===== config.mk =====
export PLATFORM = sky130hd
export DESIGN_NAME = xpbl_ram
export DESIGN_NICKNAME = d
export VERILOG_FILES = /design/src/xor_pair_below_limit_counter_defines.svh /design/src/xpbl_ram.sv
export SDC_FILE = /design/constraint.sdc
export NUM_CORES = 1
export LEC_CHECK = 0
export ABC_AREA = 0
export BUFFER_PORTS_ARGS = -buffer_cell sky130_fd_sc_hd__clkbuf_2
export CORE_MARGIN = 2
export CORE_UTILIZATION = 55
export CTS_CLUSTER_DIAMETER = 50
export DETAILED_ROUTE_END_ITERATION = 6
export PLACE_DENSITY_LB_ADDON = 0.12
export SLEW_MARGIN = 20
export SYNTH_ARGS = -nofsm -noshare
export SYNTH_HDL_FRONTEND = slang
export SYNTH_SLANG_ARGS = --single-unit

===== constraint.sdc =====
create_clock -name clk -period 6.4 [get_ports clk]
set_input_delay 0.64 -clock clk [delete_from_list [all_inputs] [get_ports clk]]
set_output_delay 0.64 -clock clk [all_outputs]
set_load 0.02 [all_outputs]

===== src/xor_pair_below_limit_counter_defines.svh =====
// Assertion macros for the XOR pair counter.
`ifndef XOR_PAIR_BELOW_LIMIT_COUNTER_DEFINES_SVH
`define XOR_PAIR_BELOW_LIMIT_COUNTER_DEFINES_SVH

`ifndef NO_ASSERTIONS
// Same-cycle implication, checked on every rising edge out of reset.
`define XPBL_ASSERT_NOW(lbl, clk, rst_n, ante, cons) \
	lbl: assert property (@(posedge clk) disable iff (!rst_n) (ante) |-> (cons)) \
		else $error("xpbl assertion failed");
// Next-cycle implication.
`define XPBL_ASSERT_NEXT(lbl, clk, rst_n, ante, cons) \
	lbl: assert property (@(posedge clk) disable iff (!rst_n) (ante) |=> (cons)) \
		else $error("xpbl assertion failed");
`else
`define XPBL_ASSERT_NOW(lbl, clk, rst_n, ante, cons)
`define XPBL_ASSERT_NEXT(lbl, clk, rst_n, ante, cons)
`endif

`endif


===== src/xpbl_ram.sv =====
// Generic simple dual-port RAM with registered read.
`default_nettype none

module xpbl_ram #(
	parameter  int WIDTH  = 8,
	parameter  int DEPTH  = 64,
	localparam int ADDR_W = $clog2(DEPTH)
) (
	input  logic              clk,
	input  logic              wr_en,
	input  logic [ADDR_W-1:0] wr_addr,
	input  logic [WIDTH-1:0]  wr_data,
	input  logic              rd_en,
	input  logic [ADDR_W-1:0] rd_addr,
	output logic [WIDTH-1:0]  rd_data
);

	logic [WIDTH-1:0] mem [DEPTH];

	always_ff @(posedge clk) begin
		if (wr_en) begin
			mem[wr_addr] <= wr_data;
		end
		if (rd_en) begin
			rd_data <= mem[rd_addr];
		end
	end

endmodule

`default_nettype wire


# After elaboration in Yosys (flattened, before gate mapping)
# Memory sizes are Yosys's and may differ from the RTL's. A register that Yosys moved wholly into a read port is not among the register bits.
# Cells that the tools add are included.
# word_totals
register_bits,0
ramBits,512
out_inout_bits,8
word_cells,3
memories,1
# op_classes
n_mux,2
# mem_list
name,depth,word_bits,read_ports,rd_ports_with_merged_regs,wr,line_no,text
mem,64,8,1,1,1,xpbl_ram.sv:18,logic [WIDTH-1:0] mem [DEPTH];
# ops
operator,n
$mux 1,2

# Logic depth before layout (Yosys ltp)
# depth
ltp_word,2
ltp_mapped,9
ltp_nobuf,5

# Worst setup path after synthesis
# Ideal clock, no wire load.
# synth_path
kind,input -> register
from,in rd_addr[1]
to,"reg rd_data[3], read port of mem (data pin)"
t_arrival_ns,2.180
required_ns,6.134
slack_ns,3.954
cell_stages,7
n_path_buf,3
path_cell_list,buf_4 -> buf_2 -> buf_2 -> mux4_2 -> mux4_2 -> o21ai_1 -> o41ai_1
# synth_rtl
item,line_no,text
from (decl),xpbl_ram.sv:14,"input logic [ADDR_W-1:0] rd_addr,"
to (decl),xpbl_ram.sv:15,output logic [WIDTH-1:0] rd_data

==> metrics.md <==
| Metric | Value |
|---|---|
| R2R Setup Slk | `roughly 4000 ps` |
| Worst min path class | `in2reg` |
| Worst Path Required | `roughly 6700 ps` |
| Drt drc | `0` |
| First-pass GRT wire length | `approximately 65000 um` |
| CP Capture Type | `register` |
| Largest net degree at the start of global routing | `65` |
| Post-DRT Antenna Nets | `0` |
| Worst hold endpoint | `rd_data[0]` |
| Tcrit/Tclk final | `a little under half` |
| Fin. max-slew vios | `0` |
| Layout cell share with drive strength beyond 1 | `between 20 and 30%` |
| TritonCTS clock tree | `done` |
| Met3 wire len | `approximately 4000 um` |
| Reg clk slew, reported paths | `60 ps` |
| # Post-CTS Setup Buffers | `0` |
| Rows | `70` |
| Drt pass-1 iters | `5` |
| Final GP Congestion | `0.783` |
| DR iter-0 viols | `a little under 1k` |
| Worst skew pair latency | `570 ps` |
| Layout Nets | `roughly 1.0k` |
| Post-synthesis sequential area ratio | `between 70 and 80%` |
| Final hold vios | `0` |
| Post-Syn Nets | `around 960` |
| Io pins | `31` |
| Syn Area/Cell | `around 22 um2` |
| Core area | `roughly 36000 um2` |
| Power Density | `318 nW/um2` |
| Clock sink total | `520` |
| Measured slew at the worst slew-check pin | `between 1000 and 1500 ps` |
| Worst reg2reg path endpoint | `rd_data[6]` |
| Cells after Synth | `940` |
| GRT Util Overall | `a little under a quarter` |
| Initial Utilization | `55.6%` |
| Die Height | `slightly below 200 um` |
| Vias per inst | `about 6.3` |
| Worst reg2reg path startpoint | `mem[20][6]` |
| Synth warn | `0` |
| # hold bufs at CTS | `0` |
| Total grt overflow | `0` |
| Critical path fanouts, max | `63` |
| Hold depth | `1` |
| Setup violators final | `0` |
| Resized cells post-CTS | `0` |
| Pleak | `7.01 nW` |
| HP Start | `rd_en` |
| Final hold slack | `between 500 and 600 ps` |
| Worst setup SP type | `input port` |
| Crit path time final | `~3000 ps` |
| Mapped cell area | `a little over 20000 um2` |
| Total of max-cap violations | `0` |
| Synth top area share | `just under 80%` |
| Number of distinct library cells after synthesis | `39` |
| Worst setup path class | `in2reg` |
| FF-to-FF path depth | `5` |
| Worst EP arrival | `3260 ps` |
| Die Wd | `196 um` |
| CTS max path bufs | `3` |
| Initial antenna violation count | `1` |
| CTS root buf | `clkbuf_16` |
| Relative slew slack | `between 30% and 40%` |
| Sum Neg Setup Slack | `0 ps` |
| Top Layer Used | `met5` |
| Routed wire length | `around 43000 um` |
| Synth top area cells | `edfxtp_1, mux4_2, nor2_1, mux2i_1, mux2_2` |
| Peak supply drop | `roughly 0.22 mV` |
| Met2 WL | `~20000 um` |
| Status | `finished clean` |
| Routed wire per std cell | `a little under 30 um` |
| Top cell type by total area after synthesis | `edfxtp_1` |
| Synthesis-stage register bit count | `520` |
| P&R area growth vs syn | `11.2%` |
| Die area | `between 30000 and 40000 um2` |
| Post-Route Skew | `17.3 ps` |
| CTS buffer count | `between 50 and 60` |
| Final HPWL DP | `about 26000 um` |
| RSZ-0062 raised after global routing | `false` |
| H-tree depth | `2` |
| Vias | `around 9.5k` |
| Maximum clock frequency | `0.338 GHz` |
| Vias in the first global route | `between 9k and 10k` |
| Port-buffer cells | `30` |
| WL met1 | `between 15000 and 20000 um` |
worst max path at each step:
| stage | startpoint | to | slack [ps] | cells after the start |
|---|---|---|---|---|
| global route | rd_addr[0] | rd_data[7] | 3240 | 6 |
| floorplan | rd_addr[1] | rd_data[3] | 3950 | 7 |
| finish | rd_addr[0] | rd_data[7] | 3450 | 6 |
| detailed placement | rd_addr[0] | rd_data[7] | 2730 | 6 |
| global placement | rd_addr[0] | rd_data[7] | 2780 | 6 |
| CTS | rd_addr[0] | rd_data[7] | 3330 | 6 |
metrics by stage:
step | setup slack [ps] | area [um2] | instances | util (%) | total power (W)
after global placement | 2780 | 20800 | 1404 | 57.1 | 0.00420
after CTS | 3330 | 22500 | 1498 | 61.8 | 0.00719
after global routing | 3240 | 22500 | 1498 | 61.8 | 0.00735
final | 3450 | 22500 | 1499 | 61.8 | 0.00716
after floorplan | 3950 | 20200 | 940 | - | 0.00406
after detailed placement | 2730 | 20800 | 1404 | 57.1 | 0.00420
cells by family after synthesis:
| family | share of synthesized area [%] |
|---|---|
| AOI/OAI and AO/OA | 2.06 |
| buffers and inverters | 1.56 |
| DFF | 77.1 |
| muxes | 15.9 |
| and+or+nand+nor | 3.37 |
metal layers:
metal  vias to the layer above  GRT usage (%)
li1                       4034              -
met1                      4941           33.3
met2                       409           36.6
met3                        64           6.62
met4                         2           6.17
met5                         -              0
cells in the final DEF (no fill, tap or decap), types with 14 or more instances in the layout:
| cell | netlist | routed |
|---|---|---|
| buf_4 | 13 | 20 |
| clkbuf_16 | 0 | 53 |
| clkbuf_2 | 0 | 26 |
| clkinv_1 | 0 | 15 |
| edfxtp_1 | 520 | 520 |
| mux2i_1 | 23 | 23 |
| mux4_2 | 126 | 126 |
| nand2_1 | 19 | 19 |
| nor2_1 | 83 | 83 |
| nor2b_1 | 14 | 14 |
where the power goes:
part | switching (W) | internal [W]
Combinational | 0.000211 | 0.000124
Clock | 0.00125 | 0.00178
Sequential | 0.0000117 | 0.00378
Total | 0.00147 | 0.00568
area by class of cell:
type	count	area, um2
tap	468	586
antenna	1	2.50
multi-input combinational	369	4320
clock inverter	39	368
fill	2469	13900
timing repair buffer	47	294
sequential	520	15600
clock buffer	55	1330
synth_stat cells:
cell type	number
nor2b_1	14
buf_4	13
nand2_1	19
nor4_1	2
buf_12	2
o22ai_1	8
buf_1	4
o21ai_0	2
a31oi_1	1
mux2_2	13
buf_6	4
a211oi_1	4
mux2i_1	23
o2111ai_1	3
or3_1	1
o41ai_1	2
nand4_1	2
nand3_1	13
o32ai_1	2
nand2b_1	7
a22oi_1	3
o2bb2ai_1	3
nor3_1	7
nor2_1	83
mux4_2	126
a221oi_1	6
o221a_2	2
and2_1	1
buf_2	11
a2111oi_0	2
o21a_1	2
o21ai_1	2
nand4b_1	1
o311ai_1	1
a21oi_1	3
edfxtp_1	520
clkbuf_1	17
nand3b_1	3
o221ai_1	8
registers in the layout (all words and copies together), names as in the netlist:
name,cells
mem,512
rd_data,8
worst max-delay path: stages:
cell      delay, ps
clkbuf_8        590
buf_4           550
mux4_2          570
mux2_2          290
o311ai_1        480
nand2_1         100
(Power assumes the default switching activity.)
