`src/xor_pair_below_limit_counter_defines.svh`:
```
// Assertion macros for the XOR pair counter.
`ifndef XOR_PAIR_BELOW_LIMIT_COUNTER_DEFINES_SVH
`define XOR_PAIR_BELOW_LIMIT_COUNTER_DEFINES_SVH

`ifndef NO_ASSERTIONS
// Same-cycle implication, checked on every rising edge out of reset.
`define XPBL_ASSERT_NOW(lbl, clk, rst_n, ante, cons) \
	lbl: assert property (@(posedge clk) disable iff (!rst_n) (ante) |-> (cons)) \
		else $error("xpbl assertion failed");
// Next-cycle implication.
`define XPBL_ASSERT_NEXT(lbl, clk, rst_n, ante, cons) \
	lbl: assert property (@(posedge clk) disable iff (!rst_n) (ante) |=> (cons)) \
		else $error("xpbl assertion failed");
`else
`define XPBL_ASSERT_NOW(lbl, clk, rst_n, ante, cons)
`define XPBL_ASSERT_NEXT(lbl, clk, rst_n, ante, cons)
`endif

`endif

```
`src/xpbl_pkg.sv`:
```
// Shared types and constants of the XOR pair counter.
`default_nettype none

package xpbl_pkg;

	localparam int MAX_ITEMS_DEF  = 1024;
	localparam int VALUE_BITS_DEF = 32;
	localparam int NODE_SLOTS_DEF = 32768;

	localparam int IN_DATA_W  = 32;
	localparam int OUT_DATA_W = 32;
	localparam int LIMIT_W    = 32;
	localparam int PAIRS_W    = 10;
	localparam int TOTAL_W    = 19;

	localparam int unsigned PAIRS_MAX = 1023;
	localparam int unsigned TOTAL_MAX = 524287;

	typedef enum logic [2:0] {
		ST_IDLE,
		ST_QUERY,
		ST_PRE,
		ST_INS,
		ST_DONE
	} state_t;

	// One result beat, pairs in the lowest bits.
	typedef struct packed {
		logic               overflow;
		logic [TOTAL_W-1:0] total;
		logic [PAIRS_W-1:0] pairs;
	} res_t;

endpackage

`default_nettype wire

```
`src/xpbl_out_reg.sv`:
```
// Output register that holds a result beat until the master side takes it.
`default_nettype none

module xpbl_out_reg (
	input  logic                            clk,
	input  logic                            arst_n,
	input  logic                            res_valid,
	output logic                            res_ready,
	input  xpbl_pkg::res_t                  res,
	output logic                            m_axis_tvalid,
	input  logic                            m_axis_tready,
	output logic [xpbl_pkg::OUT_DATA_W-1:0] m_axis_tdata
);

	import xpbl_pkg::*;

	logic valid_q;
	res_t res_q;

	assign res_ready     = !valid_q || m_axis_tready;
	assign m_axis_tvalid = valid_q;
	assign m_axis_tdata  = OUT_DATA_W'(res_q);

	always_ff @(posedge clk or negedge arst_n) begin
		if (!arst_n) begin
			valid_q <= 1'b0;
		end else if (res_ready) begin
			valid_q <= res_valid;
		end
	end

	always_ff @(posedge clk) begin
		if (res_valid && res_ready) begin
			res_q <= res;
		end
	end

endmodule

`default_nettype wire

```
`config.mk`:
```
export PLATFORM = sky130hd
export DESIGN_NAME = xpbl_out_reg
export DESIGN_NICKNAME = d
export VERILOG_FILES = /design/src/xor_pair_below_limit_counter_defines.svh /design/src/xpbl_pkg.sv /design/src/xpbl_out_reg.sv
export SDC_FILE = /design/constraint.sdc
export NUM_CORES = 1
export LEC_CHECK = 0
export ABC_AREA = 1
export BUFFER_PORTS_ARGS = -buffer_cell sky130_fd_sc_hd__buf_4
export CAP_MARGIN = 20
export CORE_MARGIN = 5
export CORE_UTILIZATION = 39
export DETAILED_ROUTE_END_ITERATION = 16
export GPL_TIMING_DRIVEN = 0
export HOLD_SLACK_MARGIN = 0.06
export MAX_ROUTING_LAYER = met4
export PLACE_DENSITY = 0.83
export SLEW_MARGIN = 15
export SYNTH_ARGS = -nofsm -noshare
export SYNTH_HDL_FRONTEND = slang
export SYNTH_SLANG_ARGS = --single-unit
```
`constraint.sdc`:
```
create_clock -name clk -period 3.15 [get_ports clk]
set_input_delay 0.63 -clock clk [delete_from_list [all_inputs] [get_ports clk]]
set_output_delay 0.63 -clock clk [all_outputs]
set_load 0.02 [all_outputs]
```
=== After elaboration in Yosys (flattened, before gate mapping) ===
Index checks and enable logic that the tools add are counted.

* Reduce and logical (&&, ||, !) cells: 3

{| class="wikitable"
|+ Operators with widths
! operator !! count
|-
| logical AND 1 bit || 1
|-
| zero test 1 bit || 1
|-
| logical OR 1 bit || 1
|}

* Register bits: 31
* Bits of input ports: 34
* Output and inout port bits: 34

=== Depth between registers and ports, before layout ===
Gate-level depths: netlist of the first run.

* Word-level depth: 3
* Depth in mapped cells: 3
* Gate-level depth less buffers: 3

=== Worst setup path before layout of the first run ===
OpenSTA, ideal clock, no wires.

* Path type: input port to flip-flop
* Start point: input port res_valid
* End point: register res_q, in the netlist m_axis_tdata[0], enable pin
* Arrival time: 2.155 ns
* Setup slack: 0.568 ns
* Stages on the path: 2
* Path buffers: 0
* Cells stage by stage: inv_1 > a21oi_1

* Word-level cells in the longest chain between the ends: 1

{| class="wikitable"
|+ Ends and longest elaborated chain
! element !! line !! text
|-
| start, declared || xpbl_out_reg.sv:7 || <nowiki>input logic res_valid,</nowiki>
|-
| logical AND 1 bit || xpbl_out_reg.sv:33 || <nowiki>if (res_valid && res_ready) begin</nowiki>
|-
| end signal, assigned || xpbl_out_reg.sv:34 || <nowiki>res_q <= res;</nowiki>
|-
| end, declared || xpbl_out_reg.sv:18 || <nowiki>res_t res_q;</nowiki>
|}

No other way between the ends.
A chain may end at the register's enable or synchronous reset.

=== Worst setup path in the final report of the first run ===
* Start point: input port m_axis_tready
* End point: output port res_ready

* Word-level cells in the longest chain between the ends: 1

{| class="wikitable"
|+ Ends and longest elaborated chain
! element !! line !! text
|-
| start, declared || xpbl_out_reg.sv:11 || <nowiki>input logic m_axis_tready,</nowiki>
|-
| logical OR 1 bit || xpbl_out_reg.sv:20 || <nowiki>assign res_ready = !valid_q || m_axis_tready;</nowiki>
|-
| end, declared || xpbl_out_reg.sv:8 || <nowiki>output logic res_ready,</nowiki>
|}

No other way between the ends.

==> flow_summary.json, run 1 <==
{
  "status": "complete, no violations",
  "wirelength_um": 2020,
  "path_cells": "buf_4, inv_1, nand2_1, buf_4",
  "grt_max_degree": 19,
  "end_kind": "output port",
  "firstDrtPassIters": 3,
  "crit_cells": 4,
  "synth_area_um2": 965,
  "finalSetupTns_ns": 0,
  "clk_pin_slew_worst_paths_ns": 0.09,
  "report.final.slew_viol_count": 0,
  "p_leak_nw": 0.688,
  "crit_required_ns": 2.52,
  "hold_violations": 0,
  "timing.rr.start": "m_axis_tvalid",
  "drtIter0Drc": 6,
  "vias": 624,
  "rrSetupSlack_ns": 1.74,
  "cp_data_arrival_time_ns": 1.09,
  "cts_tree": "yes",
  "utilization": 0.660,
  "die_width_um": 59.7,
  "io_pins": 68,
  "first_global_vias": 644,
  "io_buffers": 65,
  "nets": 148,
  "use_met3": 0.0583,
  "crit_start": "m_axis_tready",
  "maxCapViolCount": 0,
  "hpwl_um": 1540,
  "drcViolationCount": 0,
  "row_count": 18,
  "use_met2": 0.202,
  "critical_path_class": "primary input to output port",
  "path_delay_family": "buffers and inverters",
  "grt_overflow_total": 0,
  "antenna_found_initial": 0,
  "wl_per_cell_um": 13.9,
  "ys_seq_area_frac": 0.960,
  "relSlewSlack": 0.661,
  "gp_congestion": 0.662,
  "fp.dieArea_um2": 3570,
  "start_util": 0.400,
  "synth_seq_cells": 31,
  "cts_sinks": 31,
  "fin_crit_sh": 0.547,
  "cpMostUsedCell": "buf_4",
  "syn_avg_cell_area_um2": 24.7,
  "yosysUniqueCellTypes": 7,
  "finalSetupViolations": 0,
  "rr_worst_depth": 2,
  "htreeDepth": 2,
  "period_needed_ns": 1.72,
  "fp.dieH_um": 59.7,
  "max_freq_mhz": 581,
  "power_density_nw_per_um2": 507,
  "worstPathMaxFanout": 2,
  "peakVddDrop_mv": 0.355,
  "ctsResizeCount": 0,
  "clock_path_buffers": 2,
  "met1_usage": 0.113,
  "n_antenna_cell": 0,
  "crit_slowest_cell": "buf_4",
  "fin_worst_skew_ns": 0.00654,
  "core-area_um2": 2410,
  "slowest_delay_ns": 0.17,
  "via_per_inst": 4.30,
  "grt_pass1_wl_um": 2860,
  "postRouteAntennaNets": 0,
  "grt_usage": 0.121,
  "critPathCapture": "res_ready",
  "worstMarginPinSlew_ns": 0.508,
  "insertion_delay_ns": 0.31,
  "ctsRootBufferMaster": "clkbuf_4",
  "grt.busiest_layer": "met2",
  "hp-start": "res[24]",
  "ys_warn_count": 0,
  "syn_to_final_growth_pct": 65.0,
  "drive_above_1_share": 0.643,
  "hold_class": "primary input to flop",
  "rsz0062_at_grt": "false",
  "syn_inst": 39,
  "worstReg2RegEnd": "m_axis_tdata[26]",
  "cp-start-kind": "primary input",
  "critPathBufInv": 3,
  "cts_made_buffers": 5
}
## cell usage after synthesis, drive strengths merged
master	n	area share
nand2	2	0.0078
conb	1	0.0039
edfxtp	30	0.93
inv	2	0.0078
a21oi	1	0.0052
dfrtp	1	0.026
buf	2	0.016
## metrics by stage
stage / hold WS [ns] / power, W / std cells / instance area [um^2] / worst slack [ns]
floorplan: 0.334 / 0.000538 / 40 / 968 / 0.568
global placement: 0.406 / 0.000603 / 135 / 1490 / 0.0687
detailed placement: 0.407 / 0.000613 / 136 / 1530 / 1.40
CTS: 0.0649 / 0.000819 / 144 / 1580 / 1.44
global route: 0.462 / 0.000847 / 145 / 1590 / 1.41
finish: 0.487 / 0.000808 / 145 / 1590 / 1.43
## sequential cells by signal (all words and copies together), names as in the netlist
signal	flops
m_axis_tvalid	1
m_axis_tdata	30
## repair_timing
action | in CTS | in global routing
hold endpoints to repair | 0 | 1
hold buffers | 0 | 1
buffers inserted | 0 | 0
## cell type report
| class | count | area, um^2 |
|---|---|---|
| Multi-Input combinational cell | 5 | 31.3 |
| Tap cell | 30 | 37.5 |
| Inverter | 2 | 7.51 |
| Sequential cell | 31 | 926 |
| Buffer | 2 | 15.0 |
| Fill cell | 170 | 818 |
| Clock buffer | 8 | 48.8 |
| Timing Repair Buffer | 67 | 526 |
## power by group
group          switching, W  total (W)  internal (W)
clock network      0.000116   0.000204     0.0000888
logic             0.0000573   0.000117     0.0000601
registers        0.00000671   0.000486      0.000479
## how the worst min path moves through the flow
stage | cells after the start | slack, ns | endpoint
final | 1 | 0.49 | m_axis_tdata[24]
after global routing | 1 | 0.46 | m_axis_tdata[22]
after CTS | 1 | 0.06 | m_axis_tvalid
after detailed placement | 1 | 0.41 | m_axis_tvalid
after global placement | 1 | 0.41 | m_axis_tvalid
after floorplan | 0 | 0.33 | m_axis_tvalid
## layout by cell type (no fill, tap or decap), drive strengths merged
cell and instances:
buf 68, edfxtp 30, clkbuf 8, inv 2
nand2 2, conb 2, a21oi 1, dlygate4sd3 1
dfrtp 1
## layer usage
metal,part of all wire,vias to the layer above,wire length (um)
li1,-,291,-
met1,0.31,285,619
met2,0.54,43,1090
met3,0.13,5,270
met4,0.019,0,38
met5,0,-,0
## logic make-up after synthesis
family                 after synthesis  synth area share
buffers and inverters                4            0.0233
other                                1           0.00389
AOI/OAI and AO/OA                    1           0.00518
and+or+nand+nor                      2           0.00779
DFF                                 31             0.960
Note: power is estimated with default switching activity, not from simulation.
==> run 2, diff against run 1 <==
ABC_AREA = 0   (was 1)
clock period = 1.7 ns   (was 3.15 ns; I/O delays follow)
==> flow_summary.json, run 2 <==
{
  "pwr-share-clk": 0.256,
  "maxCapViolCount": 0,
  "layout_commonest_cell": "buf_4",
  "end_kind": "output port",
  "grt_usage": 0.130,
  "max_freq_mhz": 776,
  "fp.dieArea_um2": 3600,
  "utilization": 0.642,
  "syn_avg_cell_area_um2": 26.3,
  "synth_area_um2": 973,
  "finalSetupViolations": 0,
  "firstDrtPassIters": 2,
  "most-common-layout-cells": "buf_4 (67), edfxtp_1 (30), clkbuf_4 (5), clkbuf_1 (3), conb_1 (2)",
  "via_per_inst": 4.29,
  "drcViolationCount": 0,
  "report.final.slew_viol_count": 0,
  "grt_max_degree": 31,
  "critical_path_class": "flop to output port",
  "ys_seq_area_frac": 0.951,
  "yosysUniqueCellTypes": 7,
  "antenna_found_initial": 0,
  "power_density_nw_per_um2": 953,
  "peakVddDrop_mv": 0.624,
  "wl_per_cell_um": 14.8,
  "cp-start-kind": "flop",
  "ctsRootBufferMaster": "clkbuf_4",
  "cts_tree": "yes",
  "drtIter0Drc": 5,
  "cts_sinks": 31,
  "die_width_um": 60.0,
  "finalSetupTns_ns": 0,
  "worstPathMaxFanout": 3,
  "swShare": 0.222,
  "p_leak_nw": 0.672,
  "fin_worst_skew_ns": 0.00436,
  "synth_top_cell_area_share": 0.925,
  "clk_pin_slew_worst_paths_ns": 0.08,
  "nets": 145,
  "io_buffers": 65,
  "io_pins": 68,
  "cts_made_buffers": 5,
  "post_cts_buffers": 0,
  "seqPwrFrac": 0.605,
  "fp.dieH_um": 60.0,
  "first_global_vias": 634,
  "period_needed_ns": 1.29,
  "synth_most_common_cell": "edfxtp_1",
  "crit_required_ns": 1.36,
  "synth_edf_count": 30,
  "clock_path_buffers": 2,
  "grt_overflow_total": 0,
  "comb_power_share": 0.139,
  "largest_reg_flops": 30,
  "synth_area_leaders": "edfxtp_1 (93%), dfrtp_1 (2.6%), buf_4 (1.5%)",
  "wirelength_um": 2100,
  "gp_congestion": 0.693,
  "htreeDepth": 2,
  "p_sw_w": 0.000330,
  "start_util": 0.400,
  "synth_common_cells": "edfxtp_1 (30), buf_4 (2)",
  "status": "complete, no violations",
  "rsz0062_at_grt": "false",
  "synthArstFlopShare": 0.0323,
  "vias": 609,
  "grt_pass1_wl_um": 3090,
  "ys.flop_type": "edfxtp_1",
  "row_count": 18,
  "hold_violations": 0,
  "hold_class": "primary input to flop",
  "core-area_um2": 2430,
  "drive_above_1_share": 0.661,
  "syn_inst": 37,
  "p_int_w": 0.00116,
  "fin_crit_sh": 0.758,
  "insertion_delay_ns": 0.32,
  "n_antenna_cell": 0,
  "syn_to_final_growth_pct": 60.4,
  "postLayoutCellArea_um2": 1560,
  "post_dp_cell_area_um2": 1500,
  "postRouteAntennaNets": 0,
  "synth_seq_cells": 31,
  "cp_data_arrival_time_ns": 0.95,
  "ys_warn_count": 0,
  "yosys.area.top_type": "edfxtp_1"
}
run 2: changes by cell type after synthesis:
| cell | change |
|---|---|
| and2_4 | +1 |
| nand2b_1 | +1 |
| nand2b_4 | +1 |
| inv_1 | -2 |
| nand2_1 | -2 |
| a21oi_1 | -1 |
run 2: final cells by class:
cell class	instances	area, um^2
buffer	2	15.0
clock buffer	8	48.8
fill	193	871
timing repair buffer	66	498
multi-input combinational	5	36.3
sequential	31	926
tap	30	37.5
run 2: through the flow:
step / setup WS [ns] / instances / total power [W] / hold WS (ns)
global placement: 0.445 / 133 / 0.00112 / 0.116
detailed placement: 0.412 / 133 / 0.00113 / 0.119
global route: 0.366 / 142 / 0.00156 / 0.161
finish: 0.411 / 142 / 0.00149 / 0.191
CTS: 0.384 / 142 / 0.00151 / 0.168
floorplan: 0.421 / 38 / 0.000999 / 0.0444
run 2: worst max-delay path, stage by stage (launching register included):
cell and delay (ns):
dfrtp_1 0.41, nand2b_4 0.08, buf_4 0.14
run 2: cell families after synthesis:
group	count (synthesis)	share of synthesized area
buffers and inverters	2	0.0154
flip-flops	31	0.951
other	1	0.00385
AND/OR/NAND/NOR	3	0.0296
run 2: final timing paths:
| kind | startpoint | to | slack, ns | cells after the start |
|---|---|---|---|---|
| worst min register to register | m_axis_tvalid | m_axis_tvalid | 0.56 | 2 |
| max in group asynchronous | arst_n | m_axis_tvalid | 1.28 | 2 |
| worst max register to register | m_axis_tvalid | m_axis_tdata[19] | 0.47 | 2 |
| worst max-delay path | m_axis_tvalid | res_ready | 0.41 | 2 |
| worst min-delay path | res[13] | m_axis_tdata[13] | 0.19 | 1 |
| min in group asynchronous | arst_n | m_axis_tvalid | 0.34 | 2 |
run 2: per-layer routing:
layer	share of wire	GRT usage
met4	0.014	0.0570
met5	0	-
met3	0.16	0.0648
met1	0.40	0.147
met2	0.43	0.193
run 2: power by group through the flow:
stage | combinational, W | sequential [W] | clock [W]
floorplan | 0.0000290 | 0.000970 | 0
finish | 0.000207 | 0.000900 | 0.000381
detailed placement | 0.000208 | 0.000918 | 0
global route | 0.000220 | 0.000904 | 0.000433
CTS | 0.000210 | 0.000900 | 0.000400
global placement | 0.000202 | 0.000916 | 0
run 2: what timing repair did:
action | CTS | global route
gates resized for setup | 0 | 0
hold buffers | 1 | 0
endpoints found under the hold margin | 1 | 0
